--- config.mk ---
export PLATFORM = sky130hd
export DESIGN_NAME = jpeg_package_deframer
export DESIGN_NICKNAME = d
export VERILOG_FILES = /design/src/design/jpd_pkg.sv /design/src/design/jpd_divider.sv /design/src/design/jpd_ctrl.sv /design/src/design/jpd_datapath.sv /design/src/design/jpeg_package_deframer.sv
export SDC_FILE = /design/constraint.sdc
export NUM_CORES = 1
export LEC_CHECK = 0
export ABC_AREA = 1
export BUFFER_PORTS_ARGS = -buffer_cell sky130_fd_sc_hd__buf_4
export CAP_MARGIN = 20
export CELL_PAD_IN_SITES_DETAIL_PLACEMENT = 0
export CELL_PAD_IN_SITES_GLOBAL_PLACEMENT = 1
export CORE_UTILIZATION = 49
export DETAILED_ROUTE_END_ITERATION = 10
export GPL_ROUTABILITY_DRIVEN = 0
export PLACE_DENSITY_LB_ADDON = 0.12
export REMOVE_ABC_BUFFERS = 1
export SLEW_MARGIN = 30
export SYNTH_ARGS = -nofsm -noshare
export SYNTH_HDL_FRONTEND = slang
export SYNTH_SLANG_ARGS = --single-unit
--- constraint.sdc ---
create_clock -name aclk -period 6.5 [get_ports aclk]
set_input_delay 1.3 -clock aclk [delete_from_list [all_inputs] [get_ports aclk]]
set_output_delay 1.3 -clock aclk [all_outputs]
set_load 0.02 [all_outputs]
--- src/design/jpd_pkg.sv ---
`default_nettype none
// ----------------------------------------------------------------------------
// jpd_pkg
// Shared types and constants of the camera package deframer: field widths,
// header bytes, status codes and the command and flag groups that pass
// between the controller and the datapath.
// ----------------------------------------------------------------------------
package jpd_pkg;

    // Field widths.
    localparam int BYTE_W    = 8;
    localparam int PKG_SIZE_W = 10;
    localparam int LEN_W     = 24;
    localparam int ID_W      = 16;
    localparam int DIVISOR_W = 9;
    localparam int HIDX_W    = 3;
    localparam int STATUS_W  = 3;

    // Package framing.
    localparam logic [PKG_SIZE_W-1:0] PKG_SIZE_MIN   = 10'd64;
    localparam logic [PKG_SIZE_W-1:0] PKG_OVERHEAD   = 10'd6;
    localparam logic [PKG_SIZE_W-1:0] PKG_SIZE_RESET = 10'd512;

    // DATA reply layout.
    localparam logic [BYTE_W-1:0] HDR_SYNC0     = 8'hAA;
    localparam logic [BYTE_W-1:0] HDR_SYNC1     = 8'h0A;
    localparam logic [HIDX_W-1:0] HDR_IDX_SYNC0 = 3'd0;
    localparam logic [HIDX_W-1:0] HDR_IDX_SYNC1 = 3'd1;
    localparam logic [HIDX_W-1:0] HDR_IDX_LEN0  = 3'd3;
    localparam logic [HIDX_W-1:0] HDR_IDX_LEN1  = 3'd4;
    localparam logic [HIDX_W-1:0] HDR_IDX_LEN2  = 3'd5;

    // Result status codes.
    typedef enum logic [STATUS_W-1:0] {
        ST_OK          = 3'd0,
        ST_BAD_HEADER  = 3'd1,
        ST_ID_MISMATCH = 3'd2,
        ST_SIZE_LARGE  = 3'd3,
        ST_CHECKSUM    = 3'd4
    } status_t;

    // Receiver phases, one-hot.
    typedef enum logic [6:0] {
        PH_IDLE   = 7'b0000001,
        PH_HEADER = 7'b0000010,
        PH_ID     = 7'b0000100,
        PH_SIZE   = 7'b0001000,
        PH_DATA   = 7'b0010000,
        PH_VERIFY = 7'b0100000,
        PH_STOP   = 7'b1000000
    } phase_t;

    // Commands from the controller to the datapath, valid for one byte.
    typedef struct packed {
        logic    fire;
        logic    hdr_step;
        logic    hdr_finish;
        logic    field_byte;
        logic    load_size;
        logic    data_byte;
        logic    verify_byte;
        logic    pkg_ack;
        logic    pkg_advance;
        logic    done;
        status_t err;
    } jpd_cmd_t;

    // Flags from the datapath to the controller.
    typedef struct packed {
        logic hdr_bad;
        logic hdr_last;
        logic second_byte;
        logic id_match;
        logic size_large;
        logic size_zero;
        logic data_last;
        logic sum_match;
        logic last_pkg;
        logic out_valid;
        logic div_busy;
    } jpd_flags_t;

endpackage
`default_nettype wire

--- src/design/jpd_divider.sv ---
`default_nettype none
// ----------------------------------------------------------------------------
// jpd_divider
// Restoring divider for the package count: image length over the payload
// capacity of one package, one quotient bit per cycle, saturated to 16 bits.
// ----------------------------------------------------------------------------
module jpd_divider
    import jpd_pkg::*;
(
    input  wire logic                 aclk,
    input  wire logic                 aresetn,
    input  wire logic                 start_i,
    input  wire logic [LEN_W-1:0]     dividend_i,
    input  wire logic [DIVISOR_W-1:0] divisor_i,
    output logic                      busy_o,
    output logic                      done_o,
    output logic [ID_W-1:0]           quotient_o
);

    localparam int STEP_W = $clog2(LEN_W);

    logic                 busy_reg, busy_next;
    logic                 done_reg, done_next;
    logic [STEP_W-1:0]    step_reg, step_next;
    logic [LEN_W-1:0]     quo_reg, quo_next;
    logic [DIVISOR_W-1:0] rem_reg, rem_next;
    logic [DIVISOR_W-1:0] div_reg, div_next;

    logic [DIVISOR_W:0]   trial;
    logic [DIVISOR_W:0]   diff;
    logic                 fits;

    // One restoring step: shift in the next dividend bit and try a subtract.
    assign trial = {rem_reg, quo_reg[LEN_W-1]};
    assign diff  = trial - {1'b0, div_reg};
    assign fits  = trial >= {1'b0, div_reg};

    always_comb begin
        busy_next = busy_reg;
        done_next = 1'b0;
        step_next = step_reg;
        quo_next  = quo_reg;
        rem_next  = rem_reg;
        div_next  = div_reg;
        if (start_i) begin
            busy_next = 1'b1;
            step_next = STEP_W'(LEN_W - 1);
            quo_next  = dividend_i;
            rem_next  = '0;
            div_next  = divisor_i;
        end else if (busy_reg) begin
            quo_next = {quo_reg[LEN_W-2:0], fits};
            rem_next = fits ? diff[DIVISOR_W-1:0] : trial[DIVISOR_W-1:0];
            if (step_reg == '0) begin
                busy_next = 1'b0;
                done_next = 1'b1;
            end else begin
                step_next = step_reg - 1'b1;
            end
        end
    end

    always_ff @(posedge aclk) begin
        if (!aresetn) begin
            busy_reg <= 1'b0;
            done_reg <= 1'b0;
            step_reg <= '0;
        end else begin
            busy_reg <= busy_next;
            done_reg <= done_next;
            step_reg <= step_next;
        end
        quo_reg <= quo_next;
        rem_reg <= rem_next;
        div_reg <= div_next;
    end

    // A count beyond 16 bits saturates.
    assign busy_o     = busy_reg;
    assign done_o     = done_reg;
    assign quotient_o = (|quo_reg[LEN_W-1:ID_W]) ? '1 : quo_reg[ID_W-1:0];

`ifndef SYNTHESIS
    a_no_restart: assert property (@(posedge aclk) disable iff (!aresetn)
        start_i |-> !busy_reg)
        else $error("divider started while busy");
    a_start_busy: assert property (@(posedge aclk) disable iff (!aresetn)
        start_i |=> busy_reg)
        else $error("divider did not go busy after start");
`endif

endmodule
`default_nettype wire

--- src/design/jpd_ctrl.sv ---
`default_nettype none
// ----------------------------------------------------------------------------
// jpd_ctrl
// Phase sequencer of the deframer. Decides the input handshake and, for each
// accepted byte, the commands that the datapath carries out.
// ----------------------------------------------------------------------------
module jpd_ctrl
    import jpd_pkg::*;
(
    input  wire logic       aclk,
    input  wire logic       aresetn,
    input  wire logic       s_tvalid,
    input  wire logic       start_req,
    input  wire logic       m_tready,
    input  wire jpd_flags_t flags,
    output logic            s_tready,
    output jpd_cmd_t        cmd
);

    phase_t phase_reg, phase_next;
    phase_t phase_eff;
    logic   fire;

    // A byte is taken when the result slot is free and no division runs.
    assign s_tready = (!flags.out_valid || m_tready) && !flags.div_busy;
    assign fire     = s_tvalid && s_tready;

    // A start request restarts the header at once, whatever the phase.
    assign phase_eff = start_req ? PH_HEADER : phase_reg;

    always_comb begin
        cmd        = '0;
        cmd.err    = ST_OK;
        cmd.fire   = fire;
        phase_next = phase_reg;
        if (fire) begin
            phase_next = phase_eff;
            case (phase_eff)
                PH_HEADER: begin
                    if (flags.hdr_bad) begin
                        cmd.err    = ST_BAD_HEADER;
                        phase_next = PH_STOP;
                    end else if (flags.hdr_last) begin
                        cmd.hdr_finish = 1'b1;
                        phase_next     = PH_ID;
                    end else begin
                        cmd.hdr_step = 1'b1;
                    end
                end
                PH_ID: begin
                    cmd.field_byte = 1'b1;
                    if (flags.second_byte) begin
                        if (flags.id_match) begin
                            phase_next = PH_SIZE;
                        end else begin
                            cmd.err    = ST_ID_MISMATCH;
                            phase_next = PH_STOP;
                        end
                    end
                end
                PH_SIZE: begin
                    cmd.field_byte = 1'b1;
                    if (flags.second_byte) begin
                        if (flags.size_large) begin
                            cmd.err    = ST_SIZE_LARGE;
                            phase_next = PH_STOP;
                        end else begin
                            cmd.load_size = 1'b1;
                            phase_next    = flags.size_zero ? PH_VERIFY : PH_DATA;
                        end
                    end
                end
                PH_DATA: begin
                    cmd.data_byte = 1'b1;
                    if (flags.data_last) begin
                        phase_next = PH_VERIFY;
                    end
                end
                PH_VERIFY: begin
                    cmd.verify_byte = 1'b1;
                    if (flags.second_byte) begin
                        if (!flags.sum_match) begin
                            cmd.err    = ST_CHECKSUM;
                            phase_next = PH_STOP;
                        end else if (flags.last_pkg) begin
                            cmd.pkg_ack = 1'b1;
                            cmd.done    = 1'b1;
                            phase_next  = PH_STOP;
                        end else begin
                            cmd.pkg_ack     = 1'b1;
                            cmd.pkg_advance = 1'b1;
                            phase_next      = PH_ID;
                        end
                    end
                end
                default: begin
                    // Idle or stopped: the byte is dropped with an empty result.
                end
            endcase
        end
    end

    always_ff @(posedge aclk) begin
        if (!aresetn) begin
            phase_reg <= PH_IDLE;
        end else begin
            phase_reg <= phase_next;
        end
    end

`ifndef SYNTHESIS
    a_no_fire_in_div: assert property (@(posedge aclk) disable iff (!aresetn)
        cmd.fire |-> !flags.div_busy)
        else $error("byte taken while the package count is being divided");
`endif

endmodule
`default_nettype wire

--- src/design/jpd_datapath.sv ---
`default_nettype none
// ----------------------------------------------------------------------------
// jpd_datapath
// Header, ID, size and checksum registers of the deframer, the package size
// register, the package-count divider and the result register.
// ----------------------------------------------------------------------------
module jpd_datapath
    import jpd_pkg::*;
#(
    parameter int MAX_PACKAGE_BYTES = 512
)
(
    input  wire logic                  aclk,
    input  wire logic                  aresetn,
    input  wire logic [BYTE_W-1:0]     rx_byte,
    input  wire logic                  start_req,
    input  wire logic                  cfg_valid,
    input  wire logic [PKG_SIZE_W-1:0] cfg_data,
    input  wire jpd_cmd_t              cmd,
    input  wire logic                  m_tready,
    output jpd_flags_t                 flags,
    output logic                       m_tvalid,
    output logic [31:0]                m_tdata,
    output logic [1:0]                 m_tuser
);

    localparam logic [PKG_SIZE_W-1:0] SIZE_MAX = PKG_SIZE_W'(MAX_PACKAGE_BYTES);

    // Package size register and its saturated value.
    logic [PKG_SIZE_W-1:0] pkg_size_reg;
    logic [PKG_SIZE_W-1:0] pkg_size_eff;
    logic [PKG_SIZE_W-1:0] capacity;

    // Framing state.
    logic [HIDX_W-1:0]     hidx_reg, hidx_next, hidx_eff;
    logic [LEN_W-1:0]      len_reg, len_next, len_eff, len_merged;
    logic [ID_W-1:0]       pkg_total_reg;
    logic [ID_W-1:0]       pkg_index_reg, pkg_index_next;
    logic [PKG_SIZE_W-1:0] payload_reg, payload_next;
    logic [PKG_SIZE_W-1:0] count_reg, count_next;
    logic [PKG_SIZE_W:0]   count_inc;
    logic [BYTE_W-1:0]     sum_reg, sum_next;
    logic [BYTE_W-1:0]     low_reg, low_next;
    logic [ID_W-1:0]       word;

    // Result register.
    logic                  out_valid_reg;
    logic [BYTE_W-1:0]     data_byte_reg;
    logic                  data_valid_reg;
    logic                  ack_request_reg;
    logic [ID_W-1:0]       ack_package_reg;
    status_t               status_reg;
    logic                  picture_done_reg;

    // Divider link.
    logic                  div_start;
    logic                  div_busy;
    logic                  div_done;
    logic [ID_W-1:0]       div_quotient;

    always_ff @(posedge aclk) begin
        if (!aresetn) begin
            pkg_size_reg <= PKG_SIZE_RESET;
        end else if (cfg_valid) begin
            pkg_size_reg <= cfg_data;
        end
    end

    always_comb begin
        if (pkg_size_reg < PKG_SIZE_MIN) begin
            pkg_size_eff = PKG_SIZE_MIN;
        end else if (pkg_size_reg > SIZE_MAX) begin
            pkg_size_eff = SIZE_MAX;
        end else begin
            pkg_size_eff = pkg_size_reg;
        end
    end

    assign capacity = pkg_size_eff - PKG_OVERHEAD;

    // A start request is seen as header byte zero of an empty length.
    assign hidx_eff = start_req ? '0 : hidx_reg;
    assign len_eff  = start_req ? '0 : len_reg;

    always_comb begin
        len_merged = len_eff;
        case (hidx_eff)
            HDR_IDX_LEN0: len_merged[7:0]   = len_eff[7:0] | rx_byte;
            HDR_IDX_LEN1: len_merged[15:8]  = len_eff[15:8] | rx_byte;
            HDR_IDX_LEN2: len_merged[23:16] = len_eff[23:16] | rx_byte;
            default:      len_merged        = len_eff;
        endcase
    end

    assign word      = {rx_byte, low_reg};
    assign count_inc = {1'b0, count_reg} + 1'b1;

    // Status towards the controller.
    always_comb begin
        flags.hdr_bad     = ((hidx_eff == HDR_IDX_SYNC0) && (rx_byte != HDR_SYNC0)) ||
                            ((hidx_eff == HDR_IDX_SYNC1) && (rx_byte != HDR_SYNC1));
        flags.hdr_last    = hidx_eff >= HDR_IDX_LEN2;
        flags.second_byte = count_reg != '0;
        flags.id_match    = word == pkg_index_reg;
        flags.size_large  = word > {{(ID_W-PKG_SIZE_W){1'b0}}, capacity};
        flags.size_zero   = word == '0;
        flags.data_last   = count_inc >= {1'b0, payload_reg};
        flags.sum_match   = word == {{(ID_W-BYTE_W){1'b0}}, sum_reg};
        flags.last_pkg    = pkg_index_reg == pkg_total_reg;
        flags.out_valid   = out_valid_reg;
        flags.div_busy    = div_busy;
    end

    // Next values of the framing registers.
    always_comb begin
        hidx_next      = hidx_reg;
        len_next       = len_reg;
        pkg_index_next = pkg_index_reg;
        payload_next   = payload_reg;
        count_next     = count_reg;
        sum_next       = sum_reg;
        low_next       = low_reg;
        if (cmd.fire && start_req) begin
            hidx_next = '0;
            len_next  = '0;
        end
        if (cmd.hdr_step) begin
            hidx_next = hidx_eff + 1'b1;
            len_next  = len_merged;
        end
        if (cmd.hdr_finish) begin
            len_next       = len_merged;
            pkg_index_next = '0;
            sum_next       = '0;
            count_next     = '0;
        end
        if (cmd.field_byte || cmd.data_byte) begin
            sum_next = sum_reg + rx_byte;
        end
        if (cmd.field_byte || cmd.verify_byte) begin
            if (flags.second_byte) begin
                count_next = '0;
            end else begin
                low_next   = rx_byte;
                count_next = PKG_SIZE_W'(1);
            end
        end
        if (cmd.load_size) begin
            payload_next = word[PKG_SIZE_W-1:0];
        end
        if (cmd.data_byte) begin
            count_next = flags.data_last ? '0 : count_inc[PKG_SIZE_W-1:0];
        end
        if (cmd.pkg_ack) begin
            sum_next = '0;
        end
        if (cmd.pkg_advance) begin
            pkg_index_next = pkg_index_reg + 1'b1;
        end
    end

    always_ff @(posedge aclk) begin
        if (!aresetn) begin
            hidx_reg      <= '0;
            len_reg       <= '0;
            pkg_total_reg <= '0;
            pkg_index_reg <= '0;
            payload_reg   <= '0;
            count_reg     <= '0;
            sum_reg       <= '0;
            low_reg       <= '0;
        end else begin
            hidx_reg      <= hidx_next;
            len_reg       <= len_next;
            pkg_index_reg <= pkg_index_next;
            payload_reg   <= payload_next;
            count_reg     <= count_next;
            sum_reg       <= sum_next;
            low_reg       <= low_next;
            if (div_done) begin
                pkg_total_reg <= div_quotient;
            end
        end
    end

    // The package count is worked out while input is held off.
    assign div_start = cmd.hdr_finish;

    jpd_divider u_divider (
        .aclk       (aclk),
        .aresetn    (aresetn),
        .start_i    (div_start),
        .dividend_i (len_merged),
        .divisor_i  (capacity[DIVISOR_W-1:0]),
        .busy_o     (div_busy),
        .done_o     (div_done),
        .quotient_o (div_quotient)
    );

    // Result register: loaded for every accepted byte, held until taken.
    always_ff @(posedge aclk) begin
        if (!aresetn) begin
            out_valid_reg <= 1'b0;
        end else if (cmd.fire) begin
            out_valid_reg <= 1'b1;
        end else if (m_tready) begin
            out_valid_reg <= 1'b0;
        end
        if (cmd.fire) begin
            data_byte_reg    <= cmd.data_byte ? rx_byte : '0;
            data_valid_reg   <= cmd.data_byte;
            ack_request_reg  <= cmd.hdr_finish || cmd.pkg_ack;
            ack_package_reg  <= cmd.pkg_ack ? (pkg_index_reg + 1'b1) : '0;
            status_reg       <= cmd.err;
            picture_done_reg <= cmd.done;
        end
    end

    assign m_tvalid = out_valid_reg;
    assign m_tdata  = {4'b0000, picture_done_reg, status_reg, ack_package_reg, data_byte_reg};
    assign m_tuser  = {ack_request_reg, data_valid_reg};

`ifndef SYNTHESIS
    a_error_alone: assert property (@(posedge aclk) disable iff (!aresetn)
        out_valid_reg && (status_reg != ST_OK) |-> !data_valid_reg && !ack_request_reg)
        else $error("error result carries data or an acknowledgement request");
    a_done_acks: assert property (@(posedge aclk) disable iff (!aresetn)
        out_valid_reg && picture_done_reg |-> ack_request_reg)
        else $error("picture done without an acknowledgement request");
`endif

endmodule
`default_nettype wire

--- src/design/jpeg_package_deframer.sv ---
`default_nettype none
// ----------------------------------------------------------------------------
// jpeg_package_deframer
// Receiver for the picture data of a serial camera: checks the DATA reply,
// counts the packages, checks each package ID, size and checksum, passes the
// payload through and requests the acknowledgements.
// ----------------------------------------------------------------------------
//  Channel   Direction  Transaction carries
//  s_        in         one received byte and its start mark
//  m_        out        one result per received byte
//  cfg_      in         package size register write
//
//  The registered result of an accepted byte is valid in the cycle after it.
//  The last DATA-reply byte starts the package-count division, a restoring
//  divider with one quotient bit per cycle, so s_tready stays low until it ends.
//  While a result waits and m_tready is low, s_tready is low.
//  Reset clears the phase, counters and result valid, and sets the package
//  size register to 512.
// ----------------------------------------------------------------------------
module jpeg_package_deframer
    import jpd_pkg::*;
#(
    parameter int MAX_PACKAGE_BYTES = 512
)
(
    input  wire logic        aclk,
    input  wire logic        aresetn,
    input  wire logic        s_tvalid,
    output logic             s_tready,
    input  wire logic [7:0]  s_tdata,   // [7:0] rx_byte
    input  wire logic [0:0]  s_tuser,   // [0] start_req
    output logic             m_tvalid,
    input  wire logic        m_tready,
    output logic [31:0]      m_tdata,   // [7:0] data_byte, [23:8] ack_package,
                                        // [26:24] status, [27] picture_done
    output logic [1:0]       m_tuser,   // [0] data_valid, [1] ack_request
    input  wire logic        cfg_valid,
    output logic             cfg_ready,
    input  wire logic [9:0]  cfg_data   // [9:0] package_size
);

    jpd_cmd_t   cmd;
    jpd_flags_t flags;

    // The register takes a write in any cycle.
    assign cfg_ready = 1'b1;

    jpd_ctrl u_ctrl (
        .aclk      (aclk),
        .aresetn   (aresetn),
        .s_tvalid  (s_tvalid),
        .start_req (s_tuser[0]),
        .m_tready  (m_tready),
        .flags     (flags),
        .s_tready  (s_tready),
        .cmd       (cmd)
    );

    jpd_datapath #(
        .MAX_PACKAGE_BYTES (MAX_PACKAGE_BYTES)
    ) u_datapath (
        .aclk      (aclk),
        .aresetn   (aresetn),
        .rx_byte   (s_tdata),
        .start_req (s_tuser[0]),
        .cfg_valid (cfg_valid),
        .cfg_data  (cfg_data),
        .cmd       (cmd),
        .m_tready  (m_tready),
        .flags     (flags),
        .m_tvalid  (m_tvalid),
        .m_tdata   (m_tdata),
        .m_tuser   (m_tuser)
    );

endmodule
`default_nettype wire

==> results of run 1 <==
final cells by class:
| cell class | count | area [um^2] | area share |
|---|---|---|---|
| clock inverter | 13 | 115.1 | 0.009891 |
| clock buffer | 19 | 432.9 | 0.03720 |
| sequential | 192 | 4474 | 0.3845 |
| inverter | 180 | 678.2 | 0.05827 |
| multi-input combinational | 970 | 5135 | 0.4412 |
| tap | 275 | 344.1 | 0.02957 |
| timing repair buffer | 61 | 457.9 | 0.03935 |
layout by cell type, fill, tap and decap left out, types with 3 or more instances in the layout:
cell,Yosys,final
clkbuf_16,0,17
nand4_1,17,17
conb_1,2,6
nand2_1,288,288
a21o_1,3,3
inv_2,6,9
clkinv_4,0,4
a31oi_1,19,19
o21ai_0,107,107
buf_4,9,61
nor4_1,3,3
xor2_1,33,33
nor3_1,14,14
clkinv_1,1,4
a21oi_2,3,3
ha_1,44,44
nor2_4,3,3
nor2_1,122,122
or2_2,4,4
a21oi_1,117,117
nor3_2,3,3
o211ai_1,11,11
inv_1,172,169
nor2_2,7,7
xnor2_1,26,26
nor3b_1,3,3
nand2_2,8,8
edfxtp_1,63,63
o21a_1,3,3
dfxtp_1,129,129
nand3_1,111,111
stage by stage:
stage | util | setup slack, ps | area [um^2] | power, mW | instances
final | 0.5501 | 2721 | 11640 | 2.436 | 1710
after global routing | 0.5501 | 2383 | 11640 | 2.530 | 1710
after CTS | 0.5501 | 2704 | 11640 | 2.459 | 1710
after detailed placement | 0.5242 | 2236 | 11090 | 1.456 | 1678
after global placement | 0.5242 | 2283 | 11090 | 1.455 | 1678
after floorplan | - | 1985 | 10290 | 1.385 | 1342
worst reg2reg max path: cells and delay by family, from the launching register on:
family | cells | cell delay, ps
and+or+nand+nor | 19 | 2540
AOI/OAI and AO/OA | 1 | 170
buffers and inverters | 1 | 60
DFF | 1 | 370
adders and majority gates | 1 | 300
power breakdown:
part           total (mW)  internal, mW  switching, mW
Sequential           1.26          1.25         0.0107
Combinational       0.166        0.0513          0.114
Clock                1.01         0.531          0.477
Total                2.44          1.83          0.603
logic make-up after synthesis:
group	Yosys count
buffers and inverters	246
DFF	192
AOI/OAI and AO/OA	269
other	2
adders and majority gates	46
xor gates and xnor gates	59
and+or+nand+nor	590
routing by layer:
metal / track usage / wire length, um / share of wire / vias up
met5: 0 / 0 / 0 / -
met4: 0.05663 / 369 / 0.014 / 0
met3: 0.04006 / 1158 / 0.043 / 25
met2: 0.4258 / 12680 / 0.47 / 202
met1: 0.3531 / 12890 / 0.48 / 4182
li1: - / - / - / 4634
final timing paths:
path	start	endpoint	slack, ps	cells after the start
setup reg to reg	u_datapath.pkg_size_reg[6]	u_datapath.payload_reg[9]	2970	22
hold reg to reg	u_datapath.u_divider.step_reg[0]	u_datapath.u_divider.step_reg[0]	460	2
setup / recovery	m_tready	u_datapath.low_reg[4]	2720	11
hold / removal	u_datapath.u_divider.step_reg[0]	u_datapath.u_divider.step_reg[0]	460	2
==> flow_metrics.env, run 1 <==
export IMPL_run_status="finished, final reports clean"
export IMPL_drc=0
export IMPL_crit_path_start_kind="input port"
export IMPL_tns_ps=0
export IMPL_period_minus_slack_ps=3779
export IMPL_synth_warnings=0
export IMPL_ios=61
export IMPL_fin_crit_sh=0.5814
export IMPL_grt_pass1_wl_um=44490
export IMPL_avgSynthCellArea_um2=7.556
export IMPL_synth_edf_count=63
export IMPL_drt_iter0_drc=733
export IMPL_synth_top_family_by_area="simple AND/OR/NAND/NOR gates"
export IMPL_floorplan_initialDensity=0.5015
export IMPL_ir_drop_v=0.0001578
export IMPL_slowest_delay_ps=770
export IMPL_crit_chain="buf_4, inv_1, nand2_1, inv_1, nor2_1, nand2_1, inv_2, buf_4, nand3_1, o21ai_0, a21oi_1"
export IMPL_cts_buffer_depth=2
export IMPL_ant_nets=0
export IMPL_synth_adder_area_share=0.05567
export IMPL_grt_pass1_vias=8556
export IMPL_clock_skew_ps=11.31
export IMPL_p_leak_nw=4.877
export IMPL_clkSinkCount=192
export IMPL_critical_path_slowest_cell="inv_2"
export IMPL_drv_cap=0
export IMPL_fin_nets=1492
export IMPL_synth_area_um2=10610
export IMPL_diodes=0
export IMPL_timing_hold_violations_final=0
export IMPL_dieArea_um2=22240
export IMPL_path_class="in -> reg"
export IMPL_critPathTopFamily="buffers and inverters"
export IMPL_routed_wl_um=27090
export IMPL_via_per_inst=5.288
export IMPL_clk_latency_ps=440
export IMPL_synth_mux_area_frac=0
export IMPL_port_buffers=55
export IMPL_arrival_ps=4080
export IMPL_synthDistinctLibCells=44
export IMPL_setup_viol_count_final=0
export IMPL_async_flop_share=0
export IMPL_netlist_top_cells_area="dfxtp_1 (24%), edfxtp_1 (18%), nand2_1 (10%)"
export IMPL_synth_cells=1404
export IMPL_holdWs_ps=460.7
export IMPL_clk_pin_slew_ps=70
export IMPL_fill_cells=2081
export IMPL_cp_max_fo=44
export IMPL_synth_most_common_cell="nand2_1"
export IMPL_grt_usage=0.2574
export IMPL_drive_gt1_frac=0.09059
export IMPL_maxSlewViolCount=0
export IMPL_dr_pass1_iters=5
export IMPL_max_freq_mhz=264.6
export IMPL_cts_resized=0
export IMPL_yosysTopAreaCell="dfxtp_1"
export IMPL_clockRootBuffer="clkbuf_16"
export IMPL_place_hpwl_um=18940
export IMPL_rsz0062_at_grt="no"
export IMPL_tightest_slew_ps=941.4
export IMPL_post_cts_setup_buffers=0
export IMPL_rows=53
export IMPL_synth_common_cells="nand2_1 (288), inv_1 (172), dfxtp_1 (129)"
export IMPL_grt_overflow=0
export IMPL_synthSimpleGateAreaFrac=0.2420
export IMPL_endpoint_kind="register"
export IMPL_maxSlewHeadroom=0.3715
export IMPL_worst_ep_required_time_ps=6800
export IMPL_cts_hold_buf=0
export IMPL_crit_buf_inv=5
export IMPL_vias=9043
export IMPL_synth_xor_area_frac=0.04871
export IMPL_hold_class="reg -> reg"
export IMPL_die_width_um=149.1
export IMPL_antenna_found_initial=0
export IMPL_ys_seq_area_frac=0.4217
export IMPL_wl_per_cell_um=15.84
export IMPL_powerDensity_nw_per_um2=209.3
export IMPL_syn_to_final_growth_pct=9.694
export IMPL_grt_start_max_net_pins=59
export IMPL_die_h_um=149.1
export IMPL_core_area_um2=21150
export IMPL_htree_levels=4
export IMPL_synth_top_area_frac=0.2434
export IMPL_synth_flop_cell="dfxtp_1"
export IMPL_synth_ff_latch_count=192
export IMPL_synth_compound_area_share=0.1355
export IMPL_tritoncts="yes"
export IMPL_cts_made_buffers=17
Power figures use the tool's default switching activity.
==> inputs of run 2 (changes only) <==
- CORE_UTILIZATION: 49 -> 46
- clock period: 6.5 -> 3.9 ns (I/O delays scaled with it)
==> flow_metrics.env, run 2 (same netlist as run 1, synthesis figures left out) <==
export IMPL_run_status="finished, final reports clean"
export IMPL_htree_levels=4
export IMPL_critPathTopFamily="simple AND/OR/NAND/NOR gates"
export IMPL_drv_cap=0
export IMPL_ir_drop_v=0.0002181
export IMPL_final_core_util=0.5180
export IMPL_ios=61
export IMPL_clkSinkCount=192
export IMPL_diodes=0
export IMPL_intPower_mw=3.101
export IMPL_place_inst=1696
export IMPL_crit_path_start_kind="register"
export IMPL_powerDensity_nw_per_um2=351.7
export IMPL_cp_max_fo=22
export IMPL_worst_ep_required_time_ps=4240
export IMPL_syn_to_final_growth_pct=10.56
export IMPL_core_area_um2=22640
export IMPL_tritoncts="yes"
export IMPL_drt_iter0_drc=709
export IMPL_power_mw=4.125
export IMPL_ant_nets=0
export IMPL_crit_top_cell="nand2_1"
export IMPL_fill_cells=2249
export IMPL_clock_power_share=0.422
export IMPL_crit_buf_inv=1
export IMPL_tightest_slew_ps=702.6
export IMPL_dieArea_um2=23670
export IMPL_grt_pass1_wl_um=44420
export IMPL_grt_usage=0.2400
export IMPL_die_h_um=153.9
export IMPL_clock_skew_ps=15.62
export IMPL_min_delay_start="u_datapath.u_divider.step_reg[0]"
export IMPL_clockRootBuffer="clkbuf_16"
export IMPL_grt_start_max_net_pins=57
export IMPL_grt_pass1_vias=8366
export IMPL_place_hpwl_um=19520
export IMPL_p_comb_frac=0.069
export IMPL_crit_chain="nor2_1, nor3b_1, nand3_1, nand2_1, nand2_1, nor2_1, nor2_1, nand2_1, or2_2, nand2_1, inv_1, ha_1, nand2_1, nor2_1, a211oi_1, nand2_1, nand2_1, nand2_1, nand2_1, nand3_1, nand2_1, nor2_1"
export IMPL_rsz0062_at_grt="no"
export IMPL_period_minus_slack_ps=3405
export IMPL_cts_buffer_depth=2
export IMPL_antenna_found_initial=0
export IMPL_die_width_um=153.9
export IMPL_instances_no_fill=1728
export IMPL_drive_gt1_frac=0.09702
export IMPL_maxSlewViolCount=0
export IMPL_final_common_cell="nand2_1"
export IMPL_floorplan_initialDensity=0.4686
export IMPL_vias=8961
export IMPL_timing_hold_violations_final=0
export IMPL_regArea_um2=4476
export IMPL_arrival_ps=3740
export IMPL_multiInputGateArea_um2=5135
export IMPL_fin_crit_sh=0.8731
export IMPL_setup_worst_path_start="u_datapath.pkg_size_reg[6]"
export IMPL_critical_path_slowest_cell="nand2_1"
export IMPL_p_sw_frac=0.2482
export IMPL_fin_nets=1500
export IMPL_tns_ps=0
export IMPL_dr_pass1_iters=5
export IMPL_max_freq_mhz=293.7
export IMPL_path_class="reg -> reg"
export IMPL_p_leak_nw=4.924
export IMPL_post_cts_setup_buffers=0
export IMPL_drc=0
export IMPL_slowest_delay_ps=520
export IMPL_wl_per_cell_um=15.96
export IMPL_clk_pin_slew_ps=70
export IMPL_clk_latency_ps=450
export IMPL_endpoint_kind="register"
export IMPL_cts_made_buffers=17
export IMPL_via_per_inst=5.186
export IMPL_cts_resized=0
export IMPL_grt_overflow=0
export IMPL_final_cell_mix="nand2_1 (288), inv_1 (170), dfxtp_1 (128), nor2_1 (122), a21oi_1 (117)"
export IMPL_setup_viol_count_final=0
export IMPL_maxSlewHeadroom=0.5299
export IMPL_routed_wl_um=27570
export IMPL_hold_class="reg -> reg"
export IMPL_port_buffers=55
export IMPL_p_sw_mw=1.024
export IMPL_rows=55
export IMPL_seq_power_share=0.510
export IMPL_cts_hold_buf=0
export IMPL_r2r_start="u_datapath.pkg_size_reg[6]"
-- run 2: per-stage QoR --
step	hold slack (ps)	area [um^2]	setup slack, ps
3_5_place_dp	451.5	11160	505.8
6_report	460.8	11730	495.1
5_1_grt	493.2	11730	59.97
2_1_floorplan	429.8	10290	-95.41
4_1_cts	463.3	11730	503.4
3_3_place_gp	444.6	11160	618.6
-- run 2: power groups by stage --
stage	combinational, mW	sequential (mW)	clock, mW
4_1_cts	0.285	2.10	1.77
2_1_floorplan	0.144	2.16	0
3_3_place_gp	0.282	2.15	0
5_1_grt	0.314	2.10	1.85
3_5_place_dp	0.285	2.15	0
6_report	0.283	2.10	1.74
-- run 2: cell type report --
class                   count  area share
multi-input cells         970      0.4378
flip-flops and latches    192      0.3816
inverters                 180     0.05782
repair buffers             69     0.04416
clock buffers              21     0.03936
well taps                 285     0.03040
clock inverters            11    0.008854
-- run 2: final timing paths --
check	endpoint	cells after the start	slack [ps]
worst min-delay path	u_datapath.u_divider.step_reg[0]	2	460
worst min register to register	u_datapath.u_divider.step_reg[0]	2	460
worst max-delay path	u_datapath.payload_reg[7]	22	500
worst max register to register	u_datapath.payload_reg[7]	22	500
-- run 2: per-layer routing --
layer / routed length (um) / vias to the layer above / GRT usage
met5: 0 / - / 0
met4: 275 / 0 / 0.05000
met3: 1037 / 24 / 0.04961
met2: 13210 / 151 / 0.4028
met1: 13050 / 4146 / 0.3185
li1: - / 4640 / -
-- run 2: worst reg2reg max path, cell delays in order (launching register included) --
cell      delay (ps)
dfxtp_1          360
nor2_1            70
nor3b_1          130
nand3_1           60
nand2_1          120
nand2_1          130
nor2_1            60
nor2_1           230
nand2_1          120
or2_2            310
nand2_1           80
inv_1             40
ha_1             300
nand2_1           70
nor2_1            40
a211oi_1         170
nand2_1           70
nand2_1           60
nand2_1           60
nand2_1          520
nand3_1          150
nand2_1          100
nor2_1            40
